$ cat src/sv/yhpid_pkg.sv
// ----------------------------------------------------------------------------
// Yaw-hold PID package
// Shared types, register indexes and constants for the yaw-hold PID core.
// ----------------------------------------------------------------------------
package yhpid_pkg;

	localparam int PC_W = 5;
	typedef logic [PC_W-1:0] pc_t;

	// Datapath operations, one per microcode step.
	typedef enum logic [4:0] {
		OP_NOP,
		OP_LOAD,
		OP_CHECK,
		OP_MUL_ED,
		OP_DIV1_SET,
		OP_DIV_STEP,
		OP_INTEG,
		OP_MUL_PE,
		OP_MUL_II,
		OP_ADD_PI,
		OP_MUL_AD,
		OP_MUL_DE,
		OP_MUL_K,
		OP_SUM_NUM,
		OP_DIV2_SET,
		OP_FINISH,
		OP_ZERO,
		OP_RECIP
	} op_t;

	// Jump conditions of the sequencer.
	typedef enum logic [2:0] {
		COND_NONE,
		COND_NO_INPUT,
		COND_DEAD,
		COND_DIV_BUSY,
		COND_OUT_BUSY
	} cond_t;

	typedef struct packed {
		op_t   op;
		cond_t cond;
		pc_t   target;
		logic  done;
	} uword_t;

	typedef struct packed {
		logic no_input;
		logic dead;
		logic div_busy;
		logic out_busy;
	} status_t;

	localparam pc_t STEP_IDLE = 5'd0;
	localparam pc_t STEP_LAST = 5'd16;

	localparam int CFG_IDX_W = 3;
	localparam logic [CFG_IDX_W-1:0] REG_PROP_GAIN     = 3'd0;
	localparam logic [CFG_IDX_W-1:0] REG_INTEG_GAIN    = 3'd1;
	localparam logic [CFG_IDX_W-1:0] REG_DERIV_GAIN    = 3'd2;
	localparam logic [CFG_IDX_W-1:0] REG_FORWARD_SPEED = 3'd3;
	localparam logic [CFG_IDX_W-1:0] REG_DEAD_BAND     = 3'd4;

endpackage

$ cat src/sv/yhpid_sequencer.sv
// ----------------------------------------------------------------------------
// Yaw-hold PID sequencer
// Step counter with conditional jumps, driven by the microcode ROM.
// ----------------------------------------------------------------------------
module yhpid_sequencer
	import yhpid_pkg::*;
(
	input  logic    clk,
	input  logic    arst_n,
	input  uword_t  uw,
	input  status_t st,
	output pc_t     pc
);

	pc_t  pc_q;
	pc_t  pc_next;
	logic cond_hit;

	always_comb begin
		unique case (uw.cond)
			COND_NONE:     cond_hit = 1'b0;
			COND_NO_INPUT: cond_hit = st.no_input;
			COND_DEAD:     cond_hit = st.dead;
			COND_DIV_BUSY: cond_hit = st.div_busy;
			COND_OUT_BUSY: cond_hit = st.out_busy;
			default:       cond_hit = 1'b0;
		endcase
	end

	always_comb begin
		priority if (cond_hit) begin
			pc_next = uw.target;
		end else if (uw.done) begin
			pc_next = STEP_IDLE;
		end else begin
			pc_next = pc_q + pc_t'(1);
		end
	end

	always_ff @(posedge clk or negedge arst_n) begin
		if (!arst_n) begin
			pc_q <= STEP_IDLE;
		end else begin
			pc_q <= pc_next;
		end
	end

	assign pc = pc_q;

`ifndef ASSERT_OFF
	// The program counter never leaves the program.
	a_pc_range: assert property (@(posedge clk) disable iff (!arst_n)
		pc_q <= STEP_LAST)
		else $error("sequencer left the program");
	// A finished item always returns to the idle step.
	a_done_idle: assert property (@(posedge clk) disable iff (!arst_n)
		(uw.done && !cond_hit) |=> (pc_q == STEP_IDLE))
		else $error("sequencer did not return to idle");
`endif

endmodule

$ cat config.mk
export PLATFORM = sky130hd
export DESIGN_NAME = yhpid_sequencer
export DESIGN_NICKNAME = d
export VERILOG_FILES = /design/src/sv/yhpid_pkg.sv /design/src/sv/yhpid_sequencer.sv
export SDC_FILE = /design/constraint.sdc
export NUM_CORES = 1
export LEC_CHECK = 0
export BUFFER_PORTS_ARGS = -buffer_cell sky130_fd_sc_hd__clkbuf_2
export CORE_AREA = 2 2 39 41
export DETAILED_ROUTE_END_ITERATION = 8
export DIE_AREA = 0 0 41 43
export PLACE_DENSITY_LB_ADDON = 0.05
export SETUP_SLACK_MARGIN = 0.1
export SYNTH_ARGS = -nofsm -noshare
export SYNTH_HDL_FRONTEND = slang
export SYNTH_SLANG_ARGS = --single-unit
$ cat constraint.sdc
create_clock -name clk -period 2.9 [get_ports clk]
set_input_delay 0.435 -clock clk [delete_from_list [all_inputs] [get_ports clk]]
set_output_delay 0.435 -clock clk [all_outputs]
set_load 0.005 [all_outputs]
==> flow_summary.yaml <==
run_status:
  status: "finished, final reports clean"
sta:
  setup_viol: 0
  fin_ws_ps: 1582
  finClkSkew_ps: 0.1839
  setup_tns_ps: 0
  worst_pin_slew_ps: 241.2
  period_share_pct: 45.46
  period_needed_ps: 1318
  slew_headroom_pct: 83.92
  slew_violations: 0
  hold_viol: 0
  rsz0062_at_grt: "false"
  worst_hold_slack_ps: 417.6
  fmax_mhz: 758.5
setup_path:
  critPathKind: "reg -> reg"
  cp_max_fo: 4
  rrSetupSlack_ps: 1580
  critical_path_arrival_ps: 1440
  crit_required_ps: 3020
  start_kind: "flop"
  end_kind: "flop"
finish:
  layout-drive-gt1-share_pct: 52.83
  stdcell_area_um2: 466.7
  syn_to_final_growth_pct: 48.02
  finalNetCount: 75
  antenna_cells: 0
  largest_register_ffs: 5
  fin_util_pct: 33.73
placement:
  dpl-instance-area_um2: 430.4
  hpwl_um: 655.1
  place_ws_ps: 1426
  portBuffers: 19
  gp_congestion: 0.6826
synthesis:
  syn_area_um2: 315.3
  synth.distinct_cells: 14
  synth_top_flop_cell: "dfrtp_1"
  synth-xor-area-share_pct: 8.333
  synth_compound_area_share_pct: 12.30
  yosys-mux-area-fraction_pct: 17.86
  yosys-top-cells-count: "6 x nor2_1, 5 x dfrtp_1, 3 x mux2_2"
  synth_fa_ha_area_share_pct: 3.968
  synth_top_area_cell: "dfrtp_1"
  syn_area_per_cell_um2: 10.87
  synthTopCellsByArea: "dfrtp_1 40%, mux2_2 11%, mux2_1 7.1%"
  synth_top_area_share_pct: 39.68
  synth_top_family_by_area: "multiplexers"
  synthArstFlopShare_pct: 100.0
  synth-edff-count: 0
  synth.most_common_cell: "nor2_1"
  postSynthCellCount: 29
  synthSimpleGateAreaFrac_pct: 16.67
  syn-num-nets: 50
  ys_seq_area_share_pct: 39.68
  ys_seq_elements: 5
  yosysWarnings: 0
pwr:
  pwr-share-clk_pct: 34.6
  irDropWorstVdd_v: 0.0001948
  leakage_nw: 0.2387
  power.density_nw_per_um2: 493.7
  combPwrFrac_pct: 26.7
  power_frac_seq_pct: 38.7
  swShare_pct: 27.17
  power.switching_mw: 0.06261
  power.internal_mw: 0.1678
drt:
  wl_um: 744
  wl_per_cell_um: 10.78
  viasPerCell: 4.101
  antenna_left: 0
  routed-via-count: 283
  post-route-drc-count: 0
  detail_route.iter0.violations: 0
  first_pass_iters: 1
flow_run:
  maxCapViolCount: 0
cts:
  cts_inserted_buffers: 3
  clockRootBuffer: "clkbuf_4"
  cts_tree: "done"
  clkLatencyLatePin_ps: 240
  post_cts_buffers: 0
  clkSlewWorstSetupHoldPaths_ps: 40
  clkSinkCount: 5
  htree_num_levels: 1
  cts.path.max_buffers: 2
  postCtsResizedCells: 0
hold_path:
  worstHoldPathType: "in -> reg"
floorplanning:
  dieHeight_um: 43
  io_pins: 25
  die-area_um2: 1763
  start_util_pct: 22.78
  core_area_um2: 1384
  die_w_um: 41
  std_cell_rows: 14
global_routing:
  gr-total-overflow: 0
  grt_pass1_wl_um: 1097
  grt_antenna_before_repair: 0
  grtUsageTotal_pct: 9.759
  grt_start_max_net_pins: 6
  grt_pass1_vias: 291
-- through the flow --
stage / instances / power, mW
finish: 69 / 0.2304
global route: 69 / 0.2526
CTS: 68 / 0.2360
detailed placement: 64 / 0.1517
global placement: 64 / 0.1495
floorplan: 29 / 0.1232
-- cell families (layout without fill, tap and decap cells) --
family,count (synthesis),after routing
multiplexers,5,5
buffers and inverters,1,25
XOR/XNOR,3,3
flip-flops,5,5
AND/OR/NAND/NOR,10,10
adder cells (fa/ha/maj),1,1
AO/OA/AOI/OAI,4,4
-- repair_timing --
item	CTS	global route
hold buffers	0	1
setup endpoints to repair	0	0
endpoints found under the hold margin	0	3
-- per-layer routing --
layer  wire (µm)  track usage (%)
met1         294            10.68
met2         386            14.37
met3          63            6.283
met4           0            4.000
met5           0                0
-- worst max-delay path, stage by stage, from the launching register on --
cell and delay, ps:
dfrtp_1 400, ha_1 230, nand3_1 110, xor2_1 150, nor2_1 50, mux2_2 260
-- cells in the final DEF, fill, tap and decap left out --
cell	Yosys	final
xor2_1	2	2
dlygate4sd3_1	0	1
a21oi_2	1	1
clkbuf_1	0	1
o22ai_4	1	1
clkbuf_2	0	19
clkbuf_4	0	3
a21oi_1	2	2
nor2b_1	1	1
ha_1	1	1
nor2_1	6	6
nand2b_4	1	1
nand3_1	2	2
mux2_2	3	3
mux2_1	2	2
xnor2_1	1	1
dfrtp_1	5	5
inv_1	1	1
-- final timing paths --
kind                         from  endpoint  depth (start not counted)
max                         pc[0]     pc[4]                          5
min                         uw[4]     pc[3]                          2
max reg2reg                 pc[0]     pc[4]                          5
min reg2reg                 pc[4]     pc[4]                          3
max in group asynchronous  arst_n     pc[1]                          2
min in group asynchronous  arst_n     pc[3]                          2
-- power by group through the flow --
stage	sequential [mW]	clock (mW)	combinational, mW
global placement	0.0899	0	0.0596
floorplan	0.0904	0	0.0328
detailed placement	0.0903	0	0.0614
finish	0.0891	0.0798	0.0615
global route	0.0907	0.0920	0.0700
CTS	0.0892	0.0847	0.0620
-- cell type report --
class	count	area [µm²]
fillers	157	917.1
repair buffers	20	105.1
multi-input cells	23	186.4
well taps	16	20.02
flip-flops and latches	5	125.1
clock buffers	4	26.28
inverters	1	3.754
Note: power is estimated with default switching activity, not from simulation.
