==> config.mk <==
export PLATFORM = sky130hd
export DESIGN_NAME = yhpid_ucode_rom
export DESIGN_NICKNAME = d
export VERILOG_FILES = /design/src/sv/yhpid_pkg.sv /design/src/sv/yhpid_ucode_rom.sv
export SDC_FILE = /design/constraint.sdc
export NUM_CORES = 1
export LEC_CHECK = 0
export BUFFER_PORTS_ARGS = -buffer_cell sky130_fd_sc_hd__buf_4
export CORE_AREA = 10 10 47 49
export DETAILED_ROUTE_END_ITERATION = 8
export DIE_AREA = 0 0 57 59
export MAX_ROUTING_LAYER = met4
export SYNTH_ARGS = -nofsm -noshare
export SYNTH_HDL_FRONTEND = slang
export SYNTH_SLANG_ARGS = --single-unit
export TNS_END_PERCENT = 50
==> constraint.sdc <==
create_clock -name vclk -period 1
set_input_delay 0.1 -clock vclk [all_inputs]
set_output_delay 0.1 -clock vclk [all_outputs]
set_load 0.1 [all_outputs]
==> src/sv/yhpid_pkg.sv <==
// ----------------------------------------------------------------------------
// Yaw-hold PID package
// Shared types, register indexes and constants for the yaw-hold PID core.
// ----------------------------------------------------------------------------
package yhpid_pkg;

	localparam int PC_W = 5;
	typedef logic [PC_W-1:0] pc_t;

	// Datapath operations, one per microcode step.
	typedef enum logic [4:0] {
		OP_NOP,
		OP_LOAD,
		OP_CHECK,
		OP_MUL_ED,
		OP_DIV1_SET,
		OP_DIV_STEP,
		OP_INTEG,
		OP_MUL_PE,
		OP_MUL_II,
		OP_ADD_PI,
		OP_MUL_AD,
		OP_MUL_DE,
		OP_MUL_K,
		OP_SUM_NUM,
		OP_DIV2_SET,
		OP_FINISH,
		OP_ZERO,
		OP_RECIP
	} op_t;

	// Jump conditions of the sequencer.
	typedef enum logic [2:0] {
		COND_NONE,
		COND_NO_INPUT,
		COND_DEAD,
		COND_DIV_BUSY,
		COND_OUT_BUSY
	} cond_t;

	typedef struct packed {
		op_t   op;
		cond_t cond;
		pc_t   target;
		logic  done;
	} uword_t;

	typedef struct packed {
		logic no_input;
		logic dead;
		logic div_busy;
		logic out_busy;
	} status_t;

	localparam pc_t STEP_IDLE = 5'd0;
	localparam pc_t STEP_LAST = 5'd16;

	localparam int CFG_IDX_W = 3;
	localparam logic [CFG_IDX_W-1:0] REG_PROP_GAIN     = 3'd0;
	localparam logic [CFG_IDX_W-1:0] REG_INTEG_GAIN    = 3'd1;
	localparam logic [CFG_IDX_W-1:0] REG_DERIV_GAIN    = 3'd2;
	localparam logic [CFG_IDX_W-1:0] REG_FORWARD_SPEED = 3'd3;
	localparam logic [CFG_IDX_W-1:0] REG_DEAD_BAND     = 3'd4;

endpackage

==> src/sv/yhpid_ucode_rom.sv <==
// ----------------------------------------------------------------------------
// Yaw-hold PID microcode ROM
// Control program of the core: one control word per step.
// ----------------------------------------------------------------------------
module yhpid_ucode_rom
	import yhpid_pkg::*;
(
	input  pc_t    pc,
	output uword_t uw
);

	localparam pc_t S_LOAD     = 5'd0;
	localparam pc_t S_CHECK    = 5'd1;
	localparam pc_t S_MUL_ED   = 5'd2;
	localparam pc_t S_DIV1_SET = 5'd3;
	localparam pc_t S_DIV1     = 5'd4;
	localparam pc_t S_INTEG    = 5'd5;
	localparam pc_t S_MUL_PE   = 5'd6;
	localparam pc_t S_MUL_II   = 5'd7;
	localparam pc_t S_ADD_PI   = 5'd8;
	localparam pc_t S_MUL_AD   = 5'd9;
	localparam pc_t S_MUL_DE   = 5'd10;
	localparam pc_t S_MUL_K    = 5'd11;
	localparam pc_t S_SUM_NUM  = 5'd12;
	localparam pc_t S_DIV2_SET = 5'd13;
	localparam pc_t S_DIV2     = 5'd14;
	localparam pc_t S_FINISH   = 5'd15;
	localparam pc_t S_ZERO     = 5'd16;

	always_comb begin
		unique case (pc)
			S_LOAD:     uw = '{OP_LOAD,     COND_NO_INPUT, S_LOAD,    1'b0};
			S_CHECK:    uw = '{OP_CHECK,    COND_DEAD,     S_ZERO,    1'b0};
			S_MUL_ED:   uw = '{OP_MUL_ED,   COND_NONE,     STEP_IDLE, 1'b0};
			S_DIV1_SET: uw = '{OP_DIV1_SET, COND_NONE,     STEP_IDLE, 1'b0};
			S_DIV1:     uw = '{OP_RECIP,    COND_NONE,     STEP_IDLE, 1'b0};
			S_INTEG:    uw = '{OP_INTEG,    COND_NONE,     STEP_IDLE, 1'b0};
			S_MUL_PE:   uw = '{OP_MUL_PE,   COND_NONE,     STEP_IDLE, 1'b0};
			S_MUL_II:   uw = '{OP_MUL_II,   COND_NONE,     STEP_IDLE, 1'b0};
			S_ADD_PI:   uw = '{OP_ADD_PI,   COND_NONE,     STEP_IDLE, 1'b0};
			S_MUL_AD:   uw = '{OP_MUL_AD,   COND_NONE,     STEP_IDLE, 1'b0};
			S_MUL_DE:   uw = '{OP_MUL_DE,   COND_NONE,     STEP_IDLE, 1'b0};
			S_MUL_K:    uw = '{OP_MUL_K,    COND_NONE,     STEP_IDLE, 1'b0};
			S_SUM_NUM:  uw = '{OP_SUM_NUM,  COND_NONE,     STEP_IDLE, 1'b0};
			S_DIV2_SET: uw = '{OP_DIV2_SET, COND_NONE,     STEP_IDLE, 1'b0};
			S_DIV2:     uw = '{OP_DIV_STEP, COND_DIV_BUSY, S_DIV2,    1'b0};
			S_FINISH:   uw = '{OP_FINISH,   COND_OUT_BUSY, S_FINISH,  1'b1};
			S_ZERO:     uw = '{OP_ZERO,     COND_OUT_BUSY, S_ZERO,    1'b1};
			default:    uw = '{OP_NOP,      COND_NONE,     STEP_IDLE, 1'b1};
		endcase
	end

endmodule

==> summary.txt <==
Cells and area
  • Clkbuf count: 0
  • Seq cells: 0
  • Register area: 0 um^2
  • Fraction of layout cells with a size suffix above 1: 83.3%
  • Commonest non-fill, non-tap cells in the layout: 20 x buf_4, 11 x buf_12, 4 x buf_6
  • Area Growth Syn to Fin: 196%
  • Commonest non-fill, non-tap cell in the layout: buf_4
  • Layout filler cell count: 117
  • Post-route insts no fill: 88
  • # nets final: 84
  • # diodes: 0
  • Fin util: 64.6%

Placement
  • Placer Congestion: 0.764
  • Placed cells: 87
  • Port Buf Inserts: 19
  • Hpwl dp: 875 um

Timing
  • Worst setup margin: -0.317 ns
  • Slew Limit Fails: 0
  • Min Hold Slack: 0.652 ns
  • Max Fclk: 759 MHz
  • RSZ-0062 raised after global routing: true
  • Worst-margin pin slew: 0.279 ns
  • Minimum clock period: 1.32 ns
  • Slew margin rel.: 81.3%
  • Final hold violations: 0
  • Endpoints failing setup: 14
  • Final period util: 132%

Outcome
  • Violated checks: negative setup slack
  • Status: finished, violations left

Route
  • Final ANT Viol Nets: 0
  • DR WL/cell: 14.6 um
  • Vias: 405
  • Iter 0 DRT Violations: 0
  • Final WL: 1.28 mm
  • DRC Markers: 0
  • Vias per cell: 4.60
  • 1st-pass router iterations: 1

Clock network
  • Number of hold buffers added after cts: 0

Synth
  • YS warnings: 0
  • Register area share after synthesis: 0%
  • Post-Synthesis Cell Area: 305 um^2
  • Compound-Gate Fraction of Synth Area: 20.5%
  • Yosys cell types: 20
  • Synth Area in XOR/XNOR: 2.87%
  • Mux cell area share after synthesis: 6.56%
  • Synth Area in Adders: 20.5%
  • Mapped Cells: 40
  • Simple-Gate Fraction of Synth Area: 31.1%
  • Largest family of logic cells by synthesized area: simple AND/OR/NAND/NOR gates
  • Syn nets: 50
  • Synth Area per Inst: 7.63 um^2

Worst hold path
  • Path category of the worst min-delay check: in -> out
  • Hold EP: uw[13]
  • WHS Path Cells: 4
  • Hold Startpoint: pc[3]

Floorplan
  • Die Wd: 57 um
  • IO Pins: 19
  • Die Area: 3360 um^2
  • Initial Utilization: 21.8%
  • Standard-cell rows: 14
  • Die Ht: 59 um
  • Core area: 1400 um^2

Global routing
  • Met1 usage: 6.94%
  • Global-route usage over all layers: 7.48%
  • Initial antenna violation count: 0
  • Vias in the first global route: 417
  • Met3 usage: 0.858%
  • Busiest grt layer: met2
  • Largest net degree at the start of global routing: 10
  • Global-route wire length before repair: 2.08 mm
  • Met2 usage in global routing: 16.4%
  • Total global routing overflow: 0

Critical path
  • Type of origin of the critical path: input port
  • Worst Setup Path Type: in -> out
  • WP data required: 0.90 ns
  • Setup crit end kind: primary output
  • Crit-path max FO: 2
  • Critical Path AT: 1.22 ns

Power
  • Lkg Pwr: 0.383 nW
  • Worst VDD drop: 0.327 mV
  • Cell Pwr Density: 606 nW/um^2

Flow run
  • Max_cap viols: 0
==> metal layers <==
layer | vias up | part of all wire, %
li1 | 209 | -
met1 | 191 | 32
met2 | 5 | 64
met3 | 0 | 3.3
met4 | 0 | 0
met5 | - | 0
==> metrics by stage <==
stage | instance area [um^2] | power (mW) | setup WS [ns] | TNS (ns)
final | 905 | 0.548 | -0.317 | -2.12
after global routing | 905 | 0.571 | -0.333 | -2.65
after CTS | 841 | 0.519 | -0.335 | -2.57
after detailed placement | 658 | 0.433 | -0.435 | -3.55
after global placement | 658 | 0.432 | -0.422 | -3.50
after floorplan | 459 | 0.337 | -0.538 | -5.56
==> worst max-delay path, cell delays in order <==
cell    delay (ns)
buf_8         0.10
buf_6         0.11
ha_4          0.15
or3_4         0.32
a32o_2        0.26
buf_12        0.17
==> logic make-up after synthesis <==
group,Yosys count
AND/OR/NAND/NOR,15
AO/OA/AOI/OAI,9
buffers and inverters,8
adder cells (fa/ha/maj),5
multiplexers,2
XOR/XNOR,1
==> what timing repair did <==
action,in CTS,in global routing
resized for setup,45,13
pin swaps,8,5
setup buffers,0,1
setup endpoints to repair,14,14
==> where the power goes <==
group	switching [mW]	total [mW]	leakage, nW	internal, mW
registers	0	0	0	0
logic	0.328	0.548	0.383	0.220
clock network	0	0	0	0
total	0.328	0.548	0.383	0.220
==> how the worst max path moves through the flow <==
stage / from / endpoint / slack, ns
after global placement: pc[1] / uw[8] / -0.42
after detailed placement: pc[1] / uw[6] / -0.43
after global routing: pc[1] / uw[9] / -0.33
after CTS: pc[1] / uw[9] / -0.34
final: pc[1] / uw[9] / -0.32
after floorplan: pc[3] / uw[3] / -0.54
==> synth_stat cells, drive strengths merged <==
master  count  area (um^2)
nand3       3         15.0
nor3b       2         20.0
o21bai      1         7.51
inv         3         11.3
and4b       1         11.3
xnor2       1         8.76
ha          5         62.6
mux2i       2         20.0
nand2       2         7.51
a32o        1         10.0
a21bo       1         10.0
nor3        2         10.0
or3         1         6.26
buf         5         45.0
a21oi       4         20.0
a211oi      2         15.0
nor2        2         7.51
or3b        2         17.5
==> layout make-up <==
type / instances / area, um^2 / area share [%]
repair buffers: 37 / 445 / 49.2
inverters: 3 / 16.3 / 1.80
well taps: 16 / 20.0 / 2.21
multi-input cells: 32 / 423 / 46.7
Note: power is estimated with default switching activity, not from simulation.
