File: config.mk
export PLATFORM = sky130hd
export DESIGN_NAME = yhpid_datapath
export DESIGN_NICKNAME = d
export VERILOG_FILES = /design/src/sv/yhpid_pkg.sv /design/src/sv/yhpid_datapath.sv
export SDC_FILE = /design/constraint.sdc
export NUM_CORES = 2
export LEC_CHECK = 0
export BUFFER_PORTS_ARGS = -buffer_cell sky130_fd_sc_hd__buf_2
export CAP_MARGIN = 10
export CORE_ASPECT_RATIO = 0.75
export CORE_UTILIZATION = 54
export CTS_CLUSTER_DIAMETER = 60
export CTS_CLUSTER_SIZE = 10
export DETAILED_ROUTE_END_ITERATION = 7
export MAX_ROUTING_LAYER = met4
export PLACE_DENSITY_LB_ADDON = 0.3
export SLEW_MARGIN = 10
export SYNTH_ARGS = -nofsm -noshare
export SYNTH_HDL_FRONTEND = slang
export SYNTH_SLANG_ARGS = --single-unit
File: constraint.sdc
create_clock -name clk -period 10.3 [get_ports clk]
set_input_delay 0 -clock clk [delete_from_list [all_inputs] [get_ports clk]]
set_output_delay 0 -clock clk [all_outputs]
set_load 0.01 [all_outputs]
File: src/sv/yhpid_pkg.sv
// ----------------------------------------------------------------------------
// Yaw-hold PID package
// Shared types, register indexes and constants for the yaw-hold PID core.
// ----------------------------------------------------------------------------
package yhpid_pkg;

	localparam int PC_W = 5;
	typedef logic [PC_W-1:0] pc_t;

	// Datapath operations, one per microcode step.
	typedef enum logic [4:0] {
		OP_NOP,
		OP_LOAD,
		OP_CHECK,
		OP_MUL_ED,
		OP_DIV1_SET,
		OP_DIV_STEP,
		OP_INTEG,
		OP_MUL_PE,
		OP_MUL_II,
		OP_ADD_PI,
		OP_MUL_AD,
		OP_MUL_DE,
		OP_MUL_K,
		OP_SUM_NUM,
		OP_DIV2_SET,
		OP_FINISH,
		OP_ZERO,
		OP_RECIP
	} op_t;

	// Jump conditions of the sequencer.
	typedef enum logic [2:0] {
		COND_NONE,
		COND_NO_INPUT,
		COND_DEAD,
		COND_DIV_BUSY,
		COND_OUT_BUSY
	} cond_t;

	typedef struct packed {
		op_t   op;
		cond_t cond;
		pc_t   target;
		logic  done;
	} uword_t;

	typedef struct packed {
		logic no_input;
		logic dead;
		logic div_busy;
		logic out_busy;
	} status_t;

	localparam pc_t STEP_IDLE = 5'd0;
	localparam pc_t STEP_LAST = 5'd16;

	localparam int CFG_IDX_W = 3;
	localparam logic [CFG_IDX_W-1:0] REG_PROP_GAIN     = 3'd0;
	localparam logic [CFG_IDX_W-1:0] REG_INTEG_GAIN    = 3'd1;
	localparam logic [CFG_IDX_W-1:0] REG_DERIV_GAIN    = 3'd2;
	localparam logic [CFG_IDX_W-1:0] REG_FORWARD_SPEED = 3'd3;
	localparam logic [CFG_IDX_W-1:0] REG_DEAD_BAND     = 3'd4;

endpackage

File: src/sv/yhpid_datapath.sv
// ----------------------------------------------------------------------------
// Yaw-hold PID datapath
// Registers, shared multiplier, bit-serial divider and output register.
// ----------------------------------------------------------------------------
module yhpid_datapath
	import yhpid_pkg::*;
(
	input  logic                  clk,
	input  logic                  arst_n,
	input  op_t                   op,
	output status_t               st,
	input  logic                  in_valid,
	input  logic signed [14:0]    yaw_angle,
	input  logic        [15:0]    tick_ms,
	input  logic                  cfg_wr,
	input  logic [CFG_IDX_W-1:0]  cfg_index,
	input  logic        [15:0]    cfg_data,
	output logic                  out_valid,
	input  logic                  out_stall,
	output logic signed [15:0]    linear_cmd,
	output logic signed [13:0]    angular_cmd,
	output logic                  correcting
);

	localparam logic signed [14:0] YAW_MIN = 15'sh4000;
	localparam logic signed [14:0] ERR_MAX = 15'sd16383;
	localparam logic signed [13:0] ONE_Q12 = 14'sd4096;
	localparam logic signed [13:0] MONE_Q12 = -14'sd4096;
	localparam logic [15:0] DEFAULT_DT = 16'd100;
	localparam logic [31:0] DIV1_HALF = 32'd500;
	localparam logic [31:0] DIV1_SAT = 32'd8193000;
	localparam logic [13:0] DIV1_SATQ = 14'd8193;
	localparam logic [13:0] DIV2_SATQ = 14'd4097;
	localparam logic [3:0] DIV2_TOP = 4'd12;
	// Reciprocal of 1000 scaled by 2^33, rounded up. Exact for every dividend
	// below 2^23, which covers every value that is not preset to clamp.
	localparam logic [23:0] RECIP_1000 = 24'd8589935;

	// Configuration and controller state.
	logic        [15:0] prop_gain_q, integ_gain_q, deriv_gain_q;
	logic signed [15:0] forward_speed_q;
	logic        [11:0] dead_band_q;
	logic signed [13:0] isum_q;
	logic signed [14:0] last_err_q;
	logic        [15:0] ms_q;

	// Working registers.
	logic signed [14:0] err_q;
	logic        [15:0] dt_q;
	logic signed [49:0] prod_q, acc_q;
	logic        [30:0] rem_q;
	logic        [15:0] den_q;
	logic        [13:0] quo_q;
	logic        [3:0]  cnt_q;
	logic               neg_q;

	// Output register.
	logic               out_valid_q, correcting_q;
	logic signed [15:0] linear_q;
	logic signed [13:0] angular_q;

	logic signed [14:0] err_in;
	logic        [16:0] ms_sum;
	logic        [15:0] ms_sat;
	logic        [14:0] err_abs;
	logic               dead;
	logic signed [15:0] ediff;
	logic signed [31:0] mul_a;
	logic signed [17:0] mul_b;
	logic signed [49:0] prod_c;
	logic        [49:0] prod_mag, acc_mag;
	logic        [31:0] x1;
	logic               sat1;
	logic        [46:0] recip_prod;
	logic        [50:0] x2_full;
	logic        [42:0] x2;
	logic               sat2;
	logic        [30:0] shifted;
	logic signed [15:0] q1, isum_sum;
	logic signed [13:0] isum_next;
	logic        [12:0] fin_mag;
	logic signed [13:0] fin_val;
	logic               out_busy, emit;

	assign err_in = (yaw_angle == YAW_MIN) ? ERR_MAX : -yaw_angle;
	assign ms_sum = {1'b0, ms_q} + {1'b0, tick_ms};
	assign ms_sat = ms_sum[16] ? 16'hFFFF : ms_sum[15:0];

	assign err_abs = err_q[14] ? 15'(-err_q) : 15'(err_q);
	assign dead = {3'b000, dead_band_q} >= err_abs;
	assign ediff = {err_q[14], err_q} - {last_err_q[14], last_err_q};

	// Operand selection for the shared multiplier.
	always_comb begin
		unique case (op)
			OP_MUL_ED: begin
				mul_a = {{17{err_q[14]}}, err_q};
				mul_b = {2'b00, dt_q};
			end
			OP_MUL_PE: begin
				mul_a = {{17{err_q[14]}}, err_q};
				mul_b = {2'b00, prop_gain_q};
			end
			OP_MUL_II: begin
				mul_a = {{18{isum_q[13]}}, isum_q};
				mul_b = {2'b00, integ_gain_q};
			end
			OP_MUL_AD: begin
				mul_a = acc_q[31:0];
				mul_b = {2'b00, dt_q};
			end
			OP_MUL_DE: begin
				mul_a = {{16{ediff[15]}}, ediff};
				mul_b = {2'b00, deriv_gain_q};
			end
			OP_MUL_K: begin
				mul_a = prod_q[31:0];
				mul_b = 18'sd1000;
			end
			OP_SUM_NUM: begin
				mul_a = {16'b0, dt_q};
				mul_b = 18'sd4097;
			end
			default: begin
				mul_a = '0;
				mul_b = '0;
			end
		endcase
	end

	assign prod_c = mul_a * mul_b;

	// Divider setup. A quotient that would clamp anyway is preset so the
	// divide loop leaves it unchanged.
	assign prod_mag = prod_q[49] ? 50'(-prod_q) : 50'(prod_q);
	assign x1 = {1'b0, prod_mag[30:0]} + DIV1_HALF;
	assign sat1 = x1 >= DIV1_SAT;

	// The division by 1000 is a multiply by the scaled reciprocal.
	assign recip_prod = rem_q[22:0] * RECIP_1000;

	assign acc_mag = acc_q[49] ? 50'(-acc_q) : 50'(acc_q);
	assign x2_full = {1'b0, acc_mag} + {28'b0, dt_q, 7'b0};
	assign x2 = x2_full[50:8];
	assign sat2 = {7'b0, x2} >= $unsigned(prod_q);

	assign shifted = {15'b0, den_q} << cnt_q;

	assign q1 = neg_q ? -$signed({2'b00, quo_q}) : $signed({2'b00, quo_q});
	assign isum_sum = {{2{isum_q[13]}}, isum_q} + q1;
	assign isum_next = (isum_sum > 16'sd4096) ? ONE_Q12 :
		((isum_sum < -16'sd4096) ? MONE_Q12 : isum_sum[13:0]);

	assign fin_mag = (quo_q > 14'd4096) ? 13'd4096 : quo_q[12:0];
	assign fin_val = neg_q ? -$signed({1'b0, fin_mag}) : $signed({1'b0, fin_mag});

	assign out_busy = out_valid_q && out_stall;
	assign emit = ((op == OP_FINISH) || (op == OP_ZERO)) && !out_busy;

	assign st = '{no_input: !in_valid, dead: dead, div_busy: (cnt_q != 4'd0),
		out_busy: out_busy};

	// Control, configuration, controller state and output handshake.
	always_ff @(posedge clk or negedge arst_n) begin
		if (!arst_n) begin
			prop_gain_q     <= 16'd512;
			integ_gain_q    <= 16'd26;
			deriv_gain_q    <= 16'd128;
			forward_speed_q <= 16'sd2048;
			dead_band_q     <= 12'd41;
			isum_q          <= '0;
			last_err_q      <= '0;
			ms_q            <= '0;
			out_valid_q     <= 1'b0;
		end else begin
			if (out_valid_q && !out_stall) begin
				out_valid_q <= 1'b0;
			end
			unique case (op)
				OP_LOAD: begin
					if (in_valid) begin
						ms_q <= ms_sat;
					end
				end
				OP_INTEG: begin
					isum_q <= isum_next;
				end
				OP_FINISH: begin
					if (emit) begin
						last_err_q  <= err_q;
						ms_q        <= '0;
						out_valid_q <= 1'b1;
					end
				end
				OP_ZERO: begin
					if (emit) begin
						isum_q      <= '0;
						out_valid_q <= 1'b1;
					end
				end
				default: begin
				end
			endcase
			if (cfg_wr) begin
				unique case (cfg_index)
					REG_PROP_GAIN: begin
						prop_gain_q <= cfg_data;
						isum_q      <= '0;
						last_err_q  <= '0;
						ms_q        <= '0;
					end
					REG_INTEG_GAIN: begin
						integ_gain_q <= cfg_data;
						isum_q       <= '0;
						last_err_q   <= '0;
						ms_q         <= '0;
					end
					REG_DERIV_GAIN: begin
						deriv_gain_q <= cfg_data;
						isum_q       <= '0;
						last_err_q   <= '0;
						ms_q         <= '0;
					end
					REG_FORWARD_SPEED: forward_speed_q <= cfg_data;
					REG_DEAD_BAND:     dead_band_q <= cfg_data[11:0];
					default: begin
					end
				endcase
			end
		end
	end

	// Working registers and output payload.
	always_ff @(posedge clk) begin
		unique case (op)
			OP_LOAD: begin
				if (in_valid) begin
					err_q <= err_in;
				end
				cnt_q <= '0;
			end
			OP_CHECK: begin
				dt_q <= (ms_q == 16'd0) ? DEFAULT_DT : ms_q;
			end
			OP_MUL_ED, OP_MUL_PE, OP_MUL_AD, OP_MUL_K: begin
				prod_q <= prod_c;
			end
			OP_MUL_II, OP_MUL_DE: begin
				acc_q  <= prod_q;
				prod_q <= prod_c;
			end
			OP_ADD_PI: begin
				acc_q <= acc_q + prod_q;
			end
			OP_SUM_NUM: begin
				acc_q  <= acc_q + prod_q;
				prod_q <= prod_c;
			end
			OP_DIV1_SET: begin
				neg_q <= prod_q[49];
				rem_q <= sat1 ? 31'd0 : x1[30:0];
				quo_q <= sat1 ? DIV1_SATQ : 14'd0;
			end
			OP_RECIP: begin
				// A preset clamp value comes with a cleared dividend, so the
				// OR keeps it; otherwise the quotient starts from zero.
				quo_q <= quo_q | recip_prod[46:33];
			end
			OP_DIV2_SET: begin
				neg_q <= acc_q[49];
				den_q <= dt_q;
				cnt_q <= DIV2_TOP;
				rem_q <= sat2 ? 31'd0 : x2[30:0];
				quo_q <= sat2 ? DIV2_SATQ : 14'd0;
			end
			OP_DIV_STEP: begin
				if (rem_q >= shifted) begin
					rem_q <= rem_q - shifted;
					quo_q[cnt_q] <= 1'b1;
				end
				if (cnt_q != 4'd0) begin
					cnt_q <= cnt_q - 4'd1;
				end
			end
			OP_FINISH: begin
				if (emit) begin
					linear_q     <= forward_speed_q;
					angular_q    <= fin_val;
					correcting_q <= 1'b1;
				end
			end
			OP_ZERO: begin
				if (emit) begin
					linear_q     <= forward_speed_q;
					angular_q    <= '0;
					correcting_q <= 1'b0;
				end
			end
			default: begin
			end
		endcase
	end

	assign out_valid   = out_valid_q;
	assign linear_cmd  = linear_q;
	assign angular_cmd = angular_q;
	assign correcting  = correcting_q;

`ifndef ASSERT_OFF
	// The integral never leaves its clamp.
	a_isum_range: assert property (@(posedge clk) disable iff (!arst_n)
		(isum_q >= MONE_Q12) && (isum_q <= ONE_Q12))
		else $error("integral outside its clamp");
	// A result shown to the receiver stays within plus or minus 1.0.
	a_angular_range: assert property (@(posedge clk) disable iff (!arst_n)
		out_valid_q |-> ((angular_q >= MONE_Q12) && (angular_q <= ONE_Q12)))
		else $error("turn command outside its clamp");
	// Inside the dead band the turn command is zero.
	a_dead_zero: assert property (@(posedge clk) disable iff (!arst_n)
		(out_valid_q && !correcting_q) |-> (angular_q == 14'sd0))
		else $error("nonzero turn command without correction");
`endif

endmodule

==> metrics.md <==
| Metric | Value |
|---|---|
| CTS tree | done |
| Site Rows | 99 |
| DP Worst Slack | 642 ps |
| Biggest register | acc_q |
| NumNets Final | 7253 |
| Setup Skew | 28.0 ps |
| CP Launch Type | flop |
| Die Width | 366 um |
| CP max stage cell | fa_1 |
| GP Congestion | 0.991 |
| Netlist cell types | 100 |
| Number of global-route vias before repair | 43.4k |
| Fmax | 101 MHz |
| CTS root buf | clkbuf_16 |
| Post-route setup slack | 364 ps |
| CTS Sinks | 349 |
| Req. time, crit path | 10610 ps |
| FF+latch count, synth | 349 |
| Initial Utilization | 54.8% |
| Most common cell after layout, fill and taps aside | inv_1 |
| Die height | 275 um |
| Final ANT Viol Nets | 0 |
| Routed WL | 160000 um |
| Pwr dens | 91.9 nW/um^2 |
| Most used cell, CP | fa_1 |
| Resized Gates After CTS | 0 |
| Cells after synthesis | 5942 |
| Maximum level of the CTS H-tree | 2 |
| Placed insts | 7193 |
| FF/Latch Area | 9880 um^2 |
| Async S/R FF share, synth | 35.0% |
| Grt ovf | 0 |
| Max incr delay on CP | 570 ps |
| CP arrival | 10250 ps |
| Area growth, synth to finish | 7.16% |
| CP Capture Type | flop |
| Core area | 97900 um^2 |
| Failing checks | DRC |
| Total number of vias | 44.4k |
| Syn Nets | 7215 |
| Clock-pin slew on the worst setup and hold paths | 60 ps |
| Global Route Usage Sum | 32.8% |
| Vias per cell | 6.06 |
| Finish-stage setup viols | 0 |
| Drt wl/cell | 21.9 um |
| Filler cells | 8498 |
| Synthesized area | 53700 um^2 |
| Max Cap Viol | 0 |
| Final std cells w/o fill | 7323 |
| Top Registers | acc_q (50), prod_q (49), rem_q (31) |
| Ranking of synthesized cells by area | fa_1, ha_1, edfxtp_1, inv_1, dfrtp_1 |
| Max-slew violation count | 0 |
| First-pass GRT wire length | 251000 um |
| Yosys warnings | 0 |
| EDFF count, synth | 227 |
| Io pins | 96 |
| Period minus WS final | 9940 ps |
| Final Power | 5290 uW |
| Largest net degree at the start of global routing | 98 |
| Max reg flops | 50 |
| Final hold violation count | 0 |
| Drt pass-1 iters | 8 |
| Initial antenna violation count | 3 |
| Leak pwr | 0.0268 uW |
| I/O Buffers | 95 |
| CP Max Fanout | 11 |
| Worst-Skew Late Latency | 600 ps |
| Fin crit share | 96.5% |
| Commonest non-fill, non-tap cells in the layout | inv_1, fa_1, nand2_1, ha_1, nor2_1 |
| Die Area | 101000 um^2 |
| CTS max path bufs | 3 |
| 1st-iter DRT viols | 4778 |
| Area after DPL | 55700 um^2 |
| Tightest Hold Check Type | input pin to asynchronous set/reset pin |
| Multi-input gate area | 39500 um^2 |
| Setup Crit Path Kind | flop to flop |
| HPWL Detailed | 129000 um |
| Setup TNS Final | 0 ps |
| Top_reg_cell synth | edfxtp_1 |
| Reg2Reg Depth | 32 |
| Top cell type by total area after synthesis | fa_1 |
| Share of the synthesized area in the top cell type | 24.2% |
| Slew headroom | 20.6% |
| Total CTS buffers | 45 |
| Seq/Total Area, Yosys | 18.4% |
| Final instance area | 57500 um^2 |
| Worst slew pin tran | 1180 ps |
| Status | complete, but fails checks |
| Layout cells sized above 1 | 7.09% |
| Residual DRC count | 8 |
| Peak supply drop | 142 uV |
| RSZ-0062 raised after global routing | no |
| Setup slack, reg-to-reg | 360 ps |
| Synthesized area per cell | 9.03 um^2 |
[layer usage]
layer  wire length, um  GRT usage (%)
met1             71000           46.8
met2             67300           47.6
met3             18200           7.25
met4              3640           7.28
met5                 0              -
[cells by family (layout without fill, tap and decap cells)]
family	Yosys count	in the layout	share of synthesized area, %
flops	349	349	18.4
other cells	1	3	0.00699
mux	121	121	2.54
compound gates	1121	1121	13.9
fa+ha+maj	1214	1214	37.4
xor+xnor	293	293	4.80
simple gates	1660	1660	14.6
buf+inv	1183	1249	8.34
[Yosys cell counts (46+ instances only)]
master	instances
nand2_1	601
nand4_1	47
ha_1	563
dfrtp_1	113
xor2_1	80
o21ai_0	239
xnor2_1	212
fa_1	650
and3_1	59
a21oi_1	260
nand3_1	100
o31ai_1	46
a22oi_1	51
edfxtp_1	227
nand2b_1	59
nor3_1	82
clkbuf_1	223
mux2_2	90
inv_1	932
nor2_1	438
a21o_1	129
nor2b_1	48
[critical path: cells and delay by family, from the launching register on]
kind / cells / cell delay (ps)
adders and majority gates: 8 / 3890
and+or+nand+nor: 9 / 2310
AOI/OAI and AO/OA: 10 / 2500
DFF: 1 / 480
buffers and inverters: 5 / 470
[path summary, 6_finish.rpt]
| kind | end | start |
|---|---|---|
| worst max-delay path | prod_q[47] | err_q[1] |
| worst min-delay path | forward_speed_q[10] | arst_n |
| worst max register to register | prod_q[47] | err_q[1] |
| worst min register to register | linear_cmd[2] | forward_speed_q[2] |
| max in group asynchronous | isum_q[4] | arst_n |
| min in group clk | dead_band_q[0] | cfg_index[1] |
[metrics by stage]
stage | utilization, % | hold slack, ps
after floorplan | - | -296
after CTS | 58.8 | 1.43
after global placement | 56.9 | 88.9
after detailed placement | 56.9 | 89.5
after global routing | 58.8 | 49.9
final | 58.8 | 16.4
[repair_timing]
item | CTS | global route
endpoints found under the hold margin | 162 | 0
setup buffers | 0 | 0
hold buffers | 53 | 0
[power by group]
part           leakage [uW]  switching (uW)  internal, uW  total, uW
Clock              0.000613             620           806       1430
Combinational        0.0225            1230           874       2100
Sequential          0.00365             130          1630       1760
Total                0.0268            1980          3310       5290
[cell type report]
cell class	instances	area share (%)
tap	1313	2.86
sequential	349	17.2
clock inverter	12	0.148
clock buffer	63	2.08
timing repair buffer	242	3.02
antenna	2	0.00870
multi-input combinational	4410	68.6
inverter	932	6.08
Power figures use the tool's default switching activity.
